## src/hdl/prt_pkg.sv

```systemverilog
// ---------------------------------------------------------------------------
// prt_pkg: shared types for the prescaled reload timer
// Request kinds, register numbers, bit positions and the beat and status
// structures that pass between the timer's register core and its top level.
// ---------------------------------------------------------------------------
package prt_pkg;

   localparam int unsigned DATA_WIDTH = 16;
   localparam int unsigned SEL_WIDTH  = 3;

   typedef enum logic [1:0] {
      REQ_TICK  = 2'd0,
      REQ_WRITE = 2'd1,
      REQ_READ  = 2'd2,
      REQ_IDLE  = 2'd3
   } req_kind_type;

   typedef enum logic [SEL_WIDTH-1:0] {
      REG_CONTROL  = 3'd0,
      REG_IRQ_EN   = 3'd1,
      REG_STATUS   = 3'd2,
      REG_EVENT    = 3'd3,
      REG_COUNTER  = 3'd4,
      REG_PRESCALE = 3'd5,
      REG_RELOAD   = 3'd6
   } reg_sel_type;

   // Bit positions inside register words.
   localparam int unsigned CTRL_ENABLE_BIT = 0;
   localparam int unsigned CTRL_OPM_BIT    = 1;
   localparam int unsigned FLAG_BIT        = 0;

   typedef struct packed {
      req_kind_type          kind;
      logic [SEL_WIDTH-1:0]  sel;
      logic [DATA_WIDTH-1:0] data;
   } req_beat_type;

   typedef struct packed {
      logic [DATA_WIDTH-1:0] read_data;
      logic                  update_pulse;
      logic                  irq_pending;
      logic                  running;
   } rsp_beat_type;

   typedef struct packed {
      logic count_enable;
      logic one_pulse_mode;
      logic update_irq_enable;
      logic update_flag;
   } timer_status_type;

endpackage

```

## src/hdl/prt_regs.sv

```systemverilog
// ---------------------------------------------------------------------------
// prt_regs: timer register file and counting core
// Holds the control bits, the counter, the prescaler with its shadow and the
// reload value. Computes the next state and the response beat of one request.
// ---------------------------------------------------------------------------
module prt_regs #(
   parameter int unsigned COUNT_WIDTH = 16
) (
   input  logic                      clock,
   input  logic                      reset,
   input  logic                      req_go,
   input  prt_pkg::req_beat_type     req_beat,
   output prt_pkg::rsp_beat_type     rsp_beat,
   output prt_pkg::timer_status_type status
);
   import prt_pkg::*;

   logic                   count_enable_ff,      count_enable_in;
   logic                   one_pulse_mode_ff,    one_pulse_mode_in;
   logic                   update_irq_enable_ff, update_irq_enable_in;
   logic                   update_flag_ff,       update_flag_in;
   logic [COUNT_WIDTH-1:0] main_count_ff,        main_count_in;
   logic [DATA_WIDTH-1:0]  prescale_count_ff,    prescale_count_in;
   logic [DATA_WIDTH-1:0]  prescale_preload_ff,  prescale_preload_in;
   logic [DATA_WIDTH-1:0]  prescale_active_ff,   prescale_active_in;
   logic [COUNT_WIDTH-1:0] reload_value_ff,      reload_value_in;

   logic [COUNT_WIDTH-1:0] write_count;
   logic [DATA_WIDTH-1:0]  read_word;
   logic                   pulse;

   // Write data resized to the counter width (zero fill or truncation).
   assign write_count = COUNT_WIDTH'(req_beat.data);

   always_comb begin
      count_enable_in      = count_enable_ff;
      one_pulse_mode_in    = one_pulse_mode_ff;
      update_irq_enable_in = update_irq_enable_ff;
      update_flag_in       = update_flag_ff;
      main_count_in        = main_count_ff;
      prescale_count_in    = prescale_count_ff;
      prescale_preload_in  = prescale_preload_ff;
      prescale_active_in   = prescale_active_ff;
      reload_value_in      = reload_value_ff;
      read_word            = '0;
      pulse                = 1'b0;

      unique case (req_beat.kind)
         REQ_TICK: begin
            if (count_enable_ff) begin
               if (prescale_count_ff >= prescale_active_ff) begin
                  prescale_count_in = '0;
                  // A zero reload value blocks the counter.
                  if (reload_value_ff != '0) begin
                     if (main_count_ff == reload_value_ff) begin
                        main_count_in      = '0;
                        update_flag_in     = 1'b1;
                        prescale_active_in = prescale_preload_ff;
                        pulse              = 1'b1;
                        if (one_pulse_mode_ff) begin
                           count_enable_in = 1'b0;
                        end
                     end else begin
                        main_count_in = main_count_ff + 1'b1;
                     end
                  end
               end else begin
                  prescale_count_in = prescale_count_ff + 1'b1;
               end
            end
         end
         REQ_WRITE: begin
            unique case (req_beat.sel)
               REG_CONTROL: begin
                  count_enable_in   = req_beat.data[CTRL_ENABLE_BIT];
                  one_pulse_mode_in = req_beat.data[CTRL_OPM_BIT];
               end
               REG_IRQ_EN: begin
                  update_irq_enable_in = req_beat.data[FLAG_BIT];
               end
               REG_STATUS: begin
                  if (!req_beat.data[FLAG_BIT]) begin
                     update_flag_in = 1'b0;
                  end
               end
               REG_EVENT: begin
                  // Software update: both counters restart, the enable stays.
                  if (req_beat.data[FLAG_BIT]) begin
                     main_count_in      = '0;
                     prescale_count_in  = '0;
                     update_flag_in     = 1'b1;
                     prescale_active_in = prescale_preload_ff;
                     pulse              = 1'b1;
                  end
               end
               REG_COUNTER:  main_count_in       = write_count;
               REG_PRESCALE: prescale_preload_in = req_beat.data;
               REG_RELOAD:   reload_value_in     = write_count;
               default: ;
            endcase
         end
         REQ_READ: begin
            unique case (req_beat.sel)
               REG_CONTROL: begin
                  read_word[CTRL_ENABLE_BIT] = count_enable_ff;
                  read_word[CTRL_OPM_BIT]    = one_pulse_mode_ff;
               end
               REG_IRQ_EN:   read_word[FLAG_BIT] = update_irq_enable_ff;
               REG_STATUS:   read_word[FLAG_BIT] = update_flag_ff;
               REG_COUNTER:  read_word = DATA_WIDTH'(main_count_ff);
               REG_PRESCALE: read_word = prescale_preload_ff;
               REG_RELOAD:   read_word = DATA_WIDTH'(reload_value_ff);
               default:      read_word = '0;
            endcase
         end
         default: ;
      endcase
   end

   always_ff @(posedge clock) begin
      if (reset) begin
         count_enable_ff      <= 1'b0;
         one_pulse_mode_ff    <= 1'b0;
         update_irq_enable_ff <= 1'b0;
         update_flag_ff       <= 1'b0;
         main_count_ff        <= '0;
         prescale_count_ff    <= '0;
         prescale_preload_ff  <= '0;
         prescale_active_ff   <= '0;
         reload_value_ff      <= '1;
      end else if (req_go) begin
         count_enable_ff      <= count_enable_in;
         one_pulse_mode_ff    <= one_pulse_mode_in;
         update_irq_enable_ff <= update_irq_enable_in;
         update_flag_ff       <= update_flag_in;
         main_count_ff        <= main_count_in;
         prescale_count_ff    <= prescale_count_in;
         prescale_preload_ff  <= prescale_preload_in;
         prescale_active_ff   <= prescale_active_in;
         reload_value_ff      <= reload_value_in;
      end
   end

   assign rsp_beat.read_data    = read_word;
   assign rsp_beat.update_pulse = pulse;
   assign rsp_beat.irq_pending  = update_flag_in && update_irq_enable_in;
   assign rsp_beat.running      = count_enable_in;

   assign status.count_enable      = count_enable_ff;
   assign status.one_pulse_mode    = one_pulse_mode_ff;
   assign status.update_irq_enable = update_irq_enable_ff;
   assign status.update_flag       = update_flag_ff;

endmodule

```

## src/hdl/prescaled_reload_timer.sv

```systemverilog
// ---------------------------------------------------------------------------
// prescaled_reload_timer: up-counting timer with prescaler and auto-reload
// Each request beat is a clock tick, a register write or a register read;
// each one returns exactly one response beat.
// ---------------------------------------------------------------------------
// The timer takes one request beat per clock cycle and answers it with one
// response beat in the following cycle. All the work of a beat, the prescaler
// and counter step, the register write or the register read, is done by the
// register core in the cycle the beat is accepted, and the response lands in
// a single output register. While that register holds a beat that the
// consumer stalls, req_stall is raised and the timer's state is frozen; at all
// other times a new request is taken every cycle. A tick advances the
// prescaler only while the enable bit is set; when the prescaler has reached
// the active prescale value it wraps and the counter steps. A counter equal to
// the reload value returns to zero, raises the update flag, loads the
// prescaler shadow into the active value and, in one-pulse mode, clears the
// enable. A reload value of zero holds the counter still. Writing the
// update-generate bit forces an update without touching the enable. Writing
// zero to the status bit clears the flag, writing one leaves it alone.
// irq_pending is the update flag ANDed with the interrupt enable, and running
// is the enable bit, both as they stand after the beat.
// ---------------------------------------------------------------------------
module prescaled_reload_timer #(
   parameter int unsigned COUNT_WIDTH = 16
) (
   input  logic                                clock,
   input  logic                                reset,
   input  logic                                req_valid,
   output logic                                req_stall,
   input  logic [1:0]                          req_type,
   input  logic [prt_pkg::SEL_WIDTH-1:0]       req_reg_select,
   input  logic [prt_pkg::DATA_WIDTH-1:0]      req_write_data,
   output logic                                rsp_valid,
   input  logic                                rsp_stall,
   output logic [prt_pkg::DATA_WIDTH-1:0]      rsp_read_data,
   output logic                                rsp_update_pulse,
   output logic                                rsp_irq_pending,
   output logic                                rsp_running
);
   import prt_pkg::*;

   req_beat_type     req_beat;
   rsp_beat_type     core_rsp;
   timer_status_type status;
   logic             req_go;

   logic             rsp_valid_ff, rsp_valid_in;
   rsp_beat_type     rsp_beat_ff;

   // The output register is free when empty or when its beat leaves now.
   assign req_stall = rsp_valid_ff && rsp_stall;
   assign req_go    = req_valid && !req_stall;

   assign req_beat.kind = req_kind_type'(req_type);
   assign req_beat.sel  = req_reg_select;
   assign req_beat.data = req_write_data;

   prt_regs #(
      .COUNT_WIDTH (COUNT_WIDTH)
   ) u_regs (
      .clock    (clock),
      .reset    (reset),
      .req_go   (req_go),
      .req_beat (req_beat),
      .rsp_beat (core_rsp),
      .status   (status)
   );

   always_comb begin
      rsp_valid_in = rsp_valid_ff;
      if (req_go) begin
         rsp_valid_in = 1'b1;
      end else if (!rsp_stall) begin
         rsp_valid_in = 1'b0;
      end
   end

   always_ff @(posedge clock) begin
      if (reset) begin
         rsp_valid_ff <= 1'b0;
      end else begin
         rsp_valid_ff <= rsp_valid_in;
      end
   end

   // Response payload needs no reset; it is qualified by rsp_valid.
   always_ff @(posedge clock) begin
      if (req_go) begin
         rsp_beat_ff <= core_rsp;
      end
   end

   assign rsp_valid        = rsp_valid_ff;
   assign rsp_read_data    = rsp_beat_ff.read_data;
   assign rsp_update_pulse = rsp_beat_ff.update_pulse;
   assign rsp_irq_pending  = rsp_beat_ff.irq_pending;
   assign rsp_running      = rsp_beat_ff.running;

`ifndef NO_ASSERTIONS
   // Every accepted request produces a response beat in the next cycle.
   a_rsp_follows_req: assert property (@(posedge clock) disable iff (reset)
      req_valid && !req_stall |=> rsp_valid)
      else $error("accepted request produced no response beat");

   // An update pulse comes from a tick or a write, never from a read.
   a_pulse_no_read: assert property (@(posedge clock) disable iff (reset)
      rsp_valid && rsp_update_pulse |-> rsp_read_data == '0)
      else $error("update pulse reported with read data");

   // An update event leaves the flag set and irq_pending tracks the enable.
   a_pulse_sets_flag: assert property (@(posedge clock) disable iff (reset)
      req_go && core_rsp.update_pulse |=>
         status.update_flag && (rsp_irq_pending == status.update_irq_enable))
      else $error("update event did not set the update flag");

   // Timer state only moves when a request beat is accepted.
   a_state_frozen: assert property (@(posedge clock) disable iff (reset)
      !req_go |=> $stable(status))
      else $error("timer state changed without an accepted request");
`endif

endmodule
```

## config.mk

```make
export PLATFORM = sky130hd
export DESIGN_NAME = prescaled_reload_timer
export DESIGN_NICKNAME = d
export VERILOG_FILES = /design/src/hdl/prt_pkg.sv /design/src/hdl/prt_regs.sv /design/src/hdl/prescaled_reload_timer.sv
export SDC_FILE = /design/constraint.sdc
export NUM_CORES = 1
export LEC_CHECK = 0
export ABC_AREA = 1
export ABC_CLOCK_PERIOD_IN_PS = 2200
export BUFFER_PORTS_ARGS = -buffer_cell sky130_fd_sc_hd__buf_2
export CAP_MARGIN = 20
export CELL_PAD_IN_SITES_DETAIL_PLACEMENT = 2
export CELL_PAD_IN_SITES_GLOBAL_PLACEMENT = 2
export CORE_AREA = 2 2 133 135
export DETAILED_ROUTE_END_ITERATION = 12
export DIE_AREA = 0 0 135 137
export GPL_TIMING_DRIVEN = 0
export PLACE_DENSITY = 0.75
export SLEW_MARGIN = 5
export SYNTH_ARGS = -nofsm -noshare
export SYNTH_HDL_FRONTEND = slang
export SYNTH_SLANG_ARGS = --single-unit
```

## constraint.sdc

```tcl
create_clock -name clock -period 2.2 [get_ports clock]
set_input_delay 0.44 -clock clock [delete_from_list [all_inputs] [get_ports clock]]
set_output_delay 0.44 -clock clock [all_outputs]
set_load 0.03 [all_outputs]
```

==> results.json, run 1 <==
{
  "status": "completed",
  "hold_viol_final": 0,
  "synth_cells": 804,
  "cts.sinks": 104,
  "yosysSeqAreaShare": 0.400,
  "pwr-share-clk": 0.415,
  "grt_pass1_wl_um": 34200,
  "num_rows": 48,
  "rsz0062_at_grt": "true",
  "syn_area_mm2": 0.00568,
  "place_ws_ps": -758,
  "final_max_slew_viol_count": 0,
  "nets": 917,
  "worst_pin_slew_ps": 863,
  "yosysWarnings": 0,
  "fin_crit_ps": 2140,
  "yosysTopAreaCell": "dfxtp_1",
  "worstSkewPairLatency_ps": 360,
  "cts_root_buf": "clkbuf_16",
  "leakage_nw": 2.89,
  "ys_types": 42,
  "fp.dieArea_mm2": 0.0185,
  "core_region_area_mm2": 0.0171,
  "seq_power_share": 0.476,
  "ys_ff_latch": 104,
  "total_power_w": 0.00422,
  "arrival_ps": 2380,
  "fin_crit_sh": 0.972,
  "dpl.hpwl_um": 16400,
  "drt_wl_total_um": 22500,
  "path_class": "reg -> reg",
  "antenna_cells": 0,
  "postRouteAntennaNets": 0,
  "endpoint_kind": "flip-flop",
  "power.switching_w": 0.00114,
  "yosysMostFrequentCell": "nand2_1",
  "antenna_found_initial": 0,
  "cts_buffers": 9,
  "max_cap_violations": 0,
  "setup_slack_ps": 62.7,
  "grt_pass1_vias": 6176,
  "final_area_mm2": 0.00683,
  "cts_tree": "yes",
  "synth_common_cells": "nand2_1, inv_1, nor2_1",
  "powerDensity_mw_per_mm2": 619,
  "hold_class": "in -> reg",
  "ir_drop_v": 0.000373,
  "clock-skew-final_ps": 8.79,
  "relSlewSlack": 0.424,
  "holdWs_ps": 336,
  "cts_hold_buf": 0,
  "drive_above_1_share": 0.168,
  "synthArstFlopShare": 0,
  "overflow": 0,
  "grt_usage": 0.245,
  "critPathMaxFanout": 8,
  "gp_congestion": 0.863,
  "fp.dieH_um": 137,
  "clk_pin_slew_ps": 70,
  "dieWidth_um": 135,
  "fmax_mhz": 468,
  "portBuffers": 45,
  "required_ps": 2440,
  "syn-num-nets": 847,
  "route.detailed.drc": 0,
  "synth_flop_cell": "dfxtp_1",
  "viasPerCell": 5.31,
  "r2r_slack_ps": 60,
  "dr.first_iter.drc_count": 223,
  "clk_path_buf_depth": 2,
  "final-setup-viol-count": 0,
  "drtPass1Iterations": 4,
  "swShare": 0.269,
  "combPwrFrac": 0.109,
  "area_delta_synth_final_pct": 20.2,
  "cellInternalPower_w": 0.00309,
  "start_util": 0.333,
  "grt_max_degree": 17,
  "boundaryPins": 46,
  "avgRoutedWirePerCell_um": 20.4,
  "tns_ps": 0,
  "vias": 5859,
  "syn_area_per_cell_um2": 7.06,
  "synth-edff-count": 19,
  "synthTopCellsByArea": "dfxtp_1, nand2_1, edfxtp_1",
  "startpoint_type": "flip-flop",
  "placed_area_mm2": 0.00618,
  "synth.top_cell.area_share": 0.300,
  "htree_levels": 3
}
[critical path: stages, from the launching register on]
cell	delay, ps
dfxtp_1	310
nand2_1	80
inv_2	90
nor2_4	160
buf_4	130
nand2_1	110
a21oi_4	320
nand3_2	190
nor2_2	220
nand3_1	120
xor2_1	210
nor2_1	80
[layer usage]
metal,GRT usage,up-vias,share of wire
met4,0.0544,0,0.017
li1,-,2762,-
met2,0.432,112,0.50
met1,0.314,2962,0.45
met5,0,-,0
met3,0.0404,23,0.033
[state kept, by name (all words and copies together) (netlist names), 16 cells and up]
| name | cells |
|---|---|
| rsp_read_data | 16 |
| u_regs.main_count_ff | 16 |
| u_regs.prescale_active_ff | 16 |
| u_regs.prescale_count_ff | 16 |
| u_regs.prescale_preload_ff | 16 |
| u_regs.reload_value_ff | 16 |
[power by group through the flow]
stage,clock (W),sequential (W),combinational [W]
final,0.00175,0.00201,0.000462
after global routing,0.00186,0.00202,0.000502
after CTS,0.00179,0.00201,0.000429
after detailed placement,0,0.00206,0.000409
after global placement,0,0.00205,0.000391
after floorplan,0,0.00209,0.000200
[cell families (layout without fill, tap and decap cells)]
family | count (synthesis) | after routing | synth area share
adder cells (fa/ha/maj) | 18 | 18 | 0.0397
buffers and inverters | 137 | 211 | 0.0985
XOR/XNOR | 12 | 12 | 0.0185
flip-flops | 104 | 104 | 0.400
AO/OA/AOI/OAI | 139 | 139 | 0.147
AND/OR/NAND/NOR | 394 | 395 | 0.296
[final timing paths]
path / startpoint / to / cells past startpoint
worst max-delay path: rsp_valid / u_regs.prescale_count_ff[11] / 11
worst min-delay path: req_write_data[12] / u_regs.reload_value_ff[12] / 3
worst max register to register: rsp_valid / u_regs.prescale_count_ff[11] / 11
worst min register to register: u_regs.prescale_active_ff[3] / u_regs.prescale_active_ff[3] / 2
[stage by stage]
step | util | std cells
after floorplan | - | 804
after global placement | 0.363 | 1074
after detailed placement | 0.363 | 1074
after CTS | 0.386 | 1095
after global routing | 0.400 | 1104
final | 0.400 | 1104
[final cells by class]
cell class / count / area (µm²)
multi-input cells: 564 / 2990
fillers: 2032 / 10200
flip-flops and latches: 104 / 2280
clock inverters: 2 / 16.3
well taps: 225 / 282
inverters: 109 / 412
clock buffers: 14 / 307
repair buffers: 58 / 365
plain buffers: 28 / 179
[what timing repair did]
| action | 4_1_cts | 5_1_grt |
|---|---|---|
| setup buffers | 4 | 8 |
| pin swaps | 3 | 7 |
| cloned | 1 | 1 |
| endpoints found under the setup margin | 84 | 54 |
| resized for setup | 12 | 41 |
[layout by cell type, fill, tap and decap left out, types with 3 or more instances in the layout]
cell type and count:
o21ai_0 39, buf_2 50, edfxtp_1 19, inv_2 11, o21ai_1 9, buf_4 15
dfxtp_2 6, a21oi_1 42, nor2_4 5, buf_8 4, nor2_2 9, nor3_1 10
nand3_1 38, inv_1 97, nor2_1 88, nand2_4 3, xor2_1 9, nand2_2 6
a22oi_1 3, xnor2_1 3, a21oi_2 4, nand4_1 11, o221ai_1 14, ha_1 17
o211ai_1 17, dfxtp_1 79, nand2_1 213, a211oi_2 3, clkbuf_16 12, clkbuf_1 14
Power figures use the tool's default switching activity.
==> run 2, diff against run 1 <==
--- a/config.mk
+++ b/config.mk
@@ -16,6 +16,7 @@
 export DIE_AREA = 0 0 135 137
 export GPL_TIMING_DRIVEN = 0
 export PLACE_DENSITY = 0.75
+export REMOVE_ABC_BUFFERS = 1
 export SLEW_MARGIN = 5
 export SYNTH_ARGS = -nofsm -noshare
 export SYNTH_HDL_FRONTEND = slang
==> run 2 against run 1 <==
  * Cell count fell by 1.6%
  * Critical path depth fell by 1
  * Sequential share of layout area rose by 0.61 points
  * Via count fell by 3.1%
  * Hold slack got worse by 4.5 ps
  * Clock skew rose by 1.4 ps
  * Wire length fell by 5.2%
  * Total power fell by 4.9%
  * Clock power fell by 11%
  * Register-to-register slack barely moved
  * Cell area fell by 1.7%
  * Critical path type unchanged
  * Largest power group unchanged
  * Highest routed layer unchanged
==> results.json, run 2 (synthesis results as in run 1) <==
{
  "worst_pin_slew_ps": 923,
  "endpoint_kind": "flip-flop",
  "cellInternalPower_w": 0.00291,
  "hold_viol_final": 0,
  "overflow": 0,
  "critPathMaxFanout": 10,
  "critical-path-top-delay-family": "compound AO/OA/AOI/OAI gates",
  "gp_congestion": 0.817,
  "nets": 899,
  "num_rows": 48,
  "startpoint_type": "flip-flop",
  "cpPeakStageDelay_ps": 350,
  "cts.sinks": 104,
  "cts_buffers": 9,
  "combPwrFrac": 0.110,
  "grt_usage": 0.232,
  "final-setup-viol-count": 0,
  "cts_tree": "yes",
  "hold_class": "in -> reg",
  "grt_pass1_wl_um": 32700,
  "critPathCapture": "u_regs.main_count_ff[1]",
  "fin_crit_ps": 2140,
  "antenna_found_initial": 0,
  "ir_drop_v": 0.000374,
  "status": "completed",
  "crit_slowest_cell": "dfxtp_1",
  "postRouteAntennaNets": 0,
  "final_area_mm2": 0.00671,
  "crit_start": "u_regs.prescale_active_ff[15]",
  "area_delta_synth_final_pct": 18.2,
  "core_region_area_mm2": 0.0171,
  "use_met1": 0.300,
  "total_power_w": 0.00402,
  "seq_power_share": 0.501,
  "max_cap_violations": 0,
  "final_max_slew_viol_count": 0,
  "grt_pass1_vias": 6037,
  "vias": 5676,
  "required_ps": 2470,
  "r2r-end": "u_regs.main_count_ff[1]",
  "reg2reg_from": "u_regs.prescale_active_ff[15]",
  "grt_use_met2": 0.402,
  "clock-skew-final_ps": 10.2,
  "worstSkewPairLatency_ps": 360,
  "path_class": "reg -> reg",
  "arrival_ps": 2420,
  "cp.buffers_inverters": 2,
  "grt_max_degree": 48,
  "boundaryPins": 46,
  "leakage_nw": 2.77,
  "placed_area_mm2": 0.00605,
  "pwr-share-clk": 0.389,
  "drt_wl_total_um": 21400,
  "r2r_slack_ps": 60,
  "fp.dieH_um": 137,
  "r2r_cells": 10,
  "fin_crit_sh": 0.975,
  "use_met3": 0.0307,
  "drtPass1Iterations": 5,
  "cts_root_buf": "clkbuf_16",
  "fp.dieArea_mm2": 0.0185,
  "crit_cells": 10,
  "portBuffers": 45,
  "drive_above_1_share": 0.174,
  "fmax_mhz": 466,
  "swShare": 0.276,
  "crit_chain": "inv_1, ha_4, a21oi_2, o21ai_0, a21oi_2, nand3_2, nand3_4, buf_6, o21ai_0, a21oi_1",
  "clk_pin_slew_ps": 70,
  "antenna_cells": 0,
  "dr.first_iter.drc_count": 247,
  "avgRoutedWirePerCell_um": 19.7,
  "route.detailed.drc": 0,
  "power.switching_w": 0.00111,
  "powerDensity_mw_per_mm2": 599,
  "min_path_cells": 3,
  "viasPerCell": 5.23,
  "dieWidth_um": 135,
  "htree_levels": 3,
  "dpl.hpwl_um": 14200,
  "grt-busiest-layer": "met2",
  "relSlewSlack": 0.384,
  "start_util": 0.333,
  "layout_common_cells": "nand2_1, inv_1, nor2_1",
  "final_common_cell": "nand2_1",
  "clk_path_buf_depth": 2
}
==> run 2: cell count changes in the layout (fill, tap and decap cells not counted), sizes merged, moves of 2 or more <==
cell and change:
clkbuf -17, inv -2, clkinv +2, clkinvlp +4
nand2 +2, buf -8
==> run 2: final cells by class <==
cell class | count | area, µm²
multi-input cells | 567 | 3060
well taps | 225 | 282
inverters | 109 | 419
repair buffers | 63 | 375
clock buffers | 12 | 246
clock inverters | 4 | 30.0
fillers | 2047 | 10300
repair inverters | 2 | 15.0
flip-flops and latches | 104 | 2280
==> run 2: worst min-delay path by stage <==
stage	from	end
floorplan	u_regs.prescale_active_ff[10]	u_regs.prescale_active_ff[10]
global placement	u_regs.prescale_active_ff[15]	u_regs.prescale_active_ff[15]
detailed placement	u_regs.prescale_active_ff[13]	u_regs.prescale_active_ff[13]
CTS	req_write_data[9]	u_regs.reload_value_ff[9]
global route	req_write_data[6]	u_regs.reload_value_ff[6]
finish	req_write_data[9]	u_regs.reload_value_ff[9]
==> run 2: power by group through the flow <==
stage / logic, W / clock network [W] / registers, W
after floorplan: 0.000178 / 0 / 0.00209
after global placement: 0.000362 / 0 / 0.00205
after detailed placement: 0.000384 / 0 / 0.00206
after CTS: 0.000430 / 0.00160 / 0.00201
after global routing: 0.000480 / 0.00168 / 0.00202
final: 0.000442 / 0.00156 / 0.00201
==> run 2: per-layer routing <==
layer / vias to the layer above / routed length [µm] / share of wire
li1: 2735 / - / -
met1: 2823 / 10000 / 0.47
met2: 95 / 10200 / 0.48
met3: 23 / 718 / 0.034
met4: 0 / 395 / 0.018
met5: - / 0 / 0
==> run 2: through the flow <==
| step | utilization | TNS, ps | hold slack (ps) | setup WS, ps | cells |
|---|---|---|---|---|---|
| floorplan | - | -1040 | 435 | -140 | 776 |
| global placement | 0.354 | -74230 | 454 | -1330 | 1046 |
| detailed placement | 0.355 | -74330 | 462 | -1290 | 1047 |
| CTS | 0.383 | -70.6 | 327 | -21.3 | 1079 |
| global route | 0.393 | -249 | 348 | -34.4 | 1086 |
| finish | 0.393 | 0 | 331 | 55.9 | 1086 |
==> run 2: repair_timing <==
| action | in CTS | in global routing |
|---|---|---|
| pin swaps | 7 | 10 |
| endpoints found under the setup margin | 79 | 51 |
| hold buffers | 0 | 0 |
| setup buffers | 12 | 5 |
| gates resized for setup | 27 | 30 |
| cloned | 4 | 2 |
==> run 2: worst reg2reg max path: stages, from the launching register on <==
cell     delay [ps]
dfxtp_1         350
inv_1            90
ha_4            260
a21oi_2         160
o21ai_0         130
a21oi_2         290
nand3_2         140
nand3_4         160
buf_6           170
o21ai_0         110
a21oi_1         220
==> run 3, diff against run 2 <==
--- a/config.mk
+++ b/config.mk
@@ -11,11 +11,11 @@
 export CAP_MARGIN = 20
 export CELL_PAD_IN_SITES_DETAIL_PLACEMENT = 2
 export CELL_PAD_IN_SITES_GLOBAL_PLACEMENT = 2
-export CORE_AREA = 2 2 133 135
+export CORE_AREA = 2 2 141 143
 export DETAILED_ROUTE_END_ITERATION = 12
-export DIE_AREA = 0 0 135 137
+export DIE_AREA = 0 0 143 145
 export GPL_TIMING_DRIVEN = 0
-export PLACE_DENSITY = 0.75
+export PLACE_DENSITY = 0.67
 export REMOVE_ABC_BUFFERS = 1
 export SLEW_MARGIN = 5
 export SYNTH_ARGS = -nofsm -noshare
==> run 3 against run 2 <==
  * Via count shrank 0.26%
  * Sequential power hardly changed
  * Hold slack worse by 4.8 ps
  * Largest power group unchanged
  * Clock skew rose by 6.6 ps
  * Highest routed layer unchanged
==> results.json, run 3 (synthesis results as in run 1) <==
{
  "fp.dieArea_mm2": 0.0207,
  "crit_slowest_cell": "dfxtp_1",
  "antenna_cells": 0,
  "critPathMaxFanout": 4,
  "overflow": 0,
  "antenna_found_initial": 0,
  "htree_levels": 3,
  "max_cap_violations": 0,
  "worst_pin_slew_ps": 1130,
  "final_common_cell": "nand2_1",
  "viasPerCell": 5.00,
  "relSlewSlack": 0.245,
  "hold_class": "in -> reg",
  "fp.dieH_um": 145,
  "nets": 905,
  "ir_drop_v": 0.000365,
  "clk_path_buf_depth": 2,
  "area_delta_synth_final_pct": 23.2,
  "grt_max_degree": 48,
  "num_rows": 51,
  "cts_tree": "yes",
  "drive_above_1_share": 0.213,
  "drtPass1Iterations": 4,
  "cts_root_buf": "clkbuf_16",
  "avgRoutedWirePerCell_um": 20.2,
  "tns_ps": 0,
  "vias": 5661,
  "drt_wl_total_um": 22900,
  "core_region_area_mm2": 0.0192,
  "dpl.hpwl_um": 14800,
  "final_max_slew_viol_count": 0,
  "utilization": 0.364,
  "total_power_w": 0.00424,
  "fin_crit_ps": 2170,
  "dr.first_iter.drc_count": 250,
  "layout_common_cells": "nand2_1, inv_1, nor2_1",
  "cts_buffers": 9,
  "fin_crit_sh": 0.988,
  "arrival_ps": 2420,
  "clk_pin_slew_ps": 80,
  "clock-skew-final_ps": 16.8,
  "cpPeakStageDelay_ps": 350,
  "n_fill_cell": 2274,
  "final-setup-viol-count": 0,
  "crit_chain": "inv_1, ha_4, nand2_2, nor4_4, nand2_4, nand3_4, nand3_4, buf_12, clkinvlp_4, buf_6, nand2_2, nor2_2, nor2_1",
  "boundaryPins": 46,
  "rsz0062_at_grt": "true",
  "gp_congestion": 0.778,
  "required_ps": 2450,
  "hold_viol_final": 0,
  "grt_pass1_wl_um": 34300,
  "start_util": 0.296,
  "fmax_mhz": 460,
  "endpoint_kind": "flip-flop",
  "path_class": "reg -> reg",
  "grt_pass1_vias": 6042,
  "cts_hold_buf": 0,
  "status": "completed",
  "holdWs_ps": 327,
  "route.detailed.drc": 0,
  "cts.sinks": 104,
  "portBuffers": 45,
  "startpoint_type": "flip-flop",
  "powerDensity_mw_per_mm2": 606,
  "postRouteAntennaNets": 0,
  "r2r_slack_ps": 30,
  "dieWidth_um": 143,
  "worstSkewPairLatency_ps": 360,
  "leakage_nw": 2.84,
  "grt_usage": 0.215
}
run 3: final cells by class:
class,instances,area (µm²),area share
clock inverter,5,61.3,0.00877
tap,265,332,0.0474
clock buffer,11,253,0.0361
multi-input combinational,567,3160,0.453
sequential,104,2300,0.328
timing repair buffer,68,442,0.0632
inverter,109,422,0.0603
timing repair inverter,3,22.5,0.00322
run 3: metal layers:
| metal | up-vias | track usage | wire length, µm |
|---|---|---|---|
| li1 | 2729 | - | - |
| met5 | - | 0 | 0 |
| met2 | 68 | 0.368 | 11700 |
| met4 | 0 | 0.0475 | 246 |
| met1 | 2847 | 0.286 | 10300 |
| met3 | 17 | 0.0290 | 618 |
run 3: power by group:
group / switching (W) / internal (W) / total (W)
Sequential: 0.0000314 / 0.00198 / 0.00201
Clock: 0.000806 / 0.000956 / 0.00176
Combinational: 0.000332 / 0.000131 / 0.000464
Total: 0.00117 / 0.00307 / 0.00424
run 3: path summary, 6_finish.rpt:
kind	startpoint	end	cells past startpoint
worst min register to register	u_regs.prescale_active_ff[1]	u_regs.prescale_active_ff[1]	2
worst max register to register	u_regs.prescale_active_ff[13]	u_regs.main_count_ff[12]	13
worst max-delay path	u_regs.prescale_active_ff[13]	u_regs.main_count_ff[12]	13
worst min-delay path	req_write_data[8]	u_regs.reload_value_ff[8]	3
run 3: through the flow:
step                worst slack (ps)  std cells  area, µm²
floorplan                       -140        776       5530
global placement               -1560       1086       6080
detailed placement             -1300       1088       6120
CTS                             4.40       1120       6620
global route                    -106       1132       6990
finish                          27.3       1132       6990
run 3: timing repair:
item | in CTS | in global routing
endpoints found under the setup margin | 79 | 55
pin swaps | 2 | 22
cloned | 4 | 3
gates resized for setup | 20 | 64
buffers inserted | 12 | 9
run 3: critical path, delay by kind of cell (launching register included):
family | cells | cell delay (ps)
DFF | 1 | 350
buffers and inverters | 4 | 480
and+or+nand+nor | 8 | 960
adders and majority gates | 1 | 290
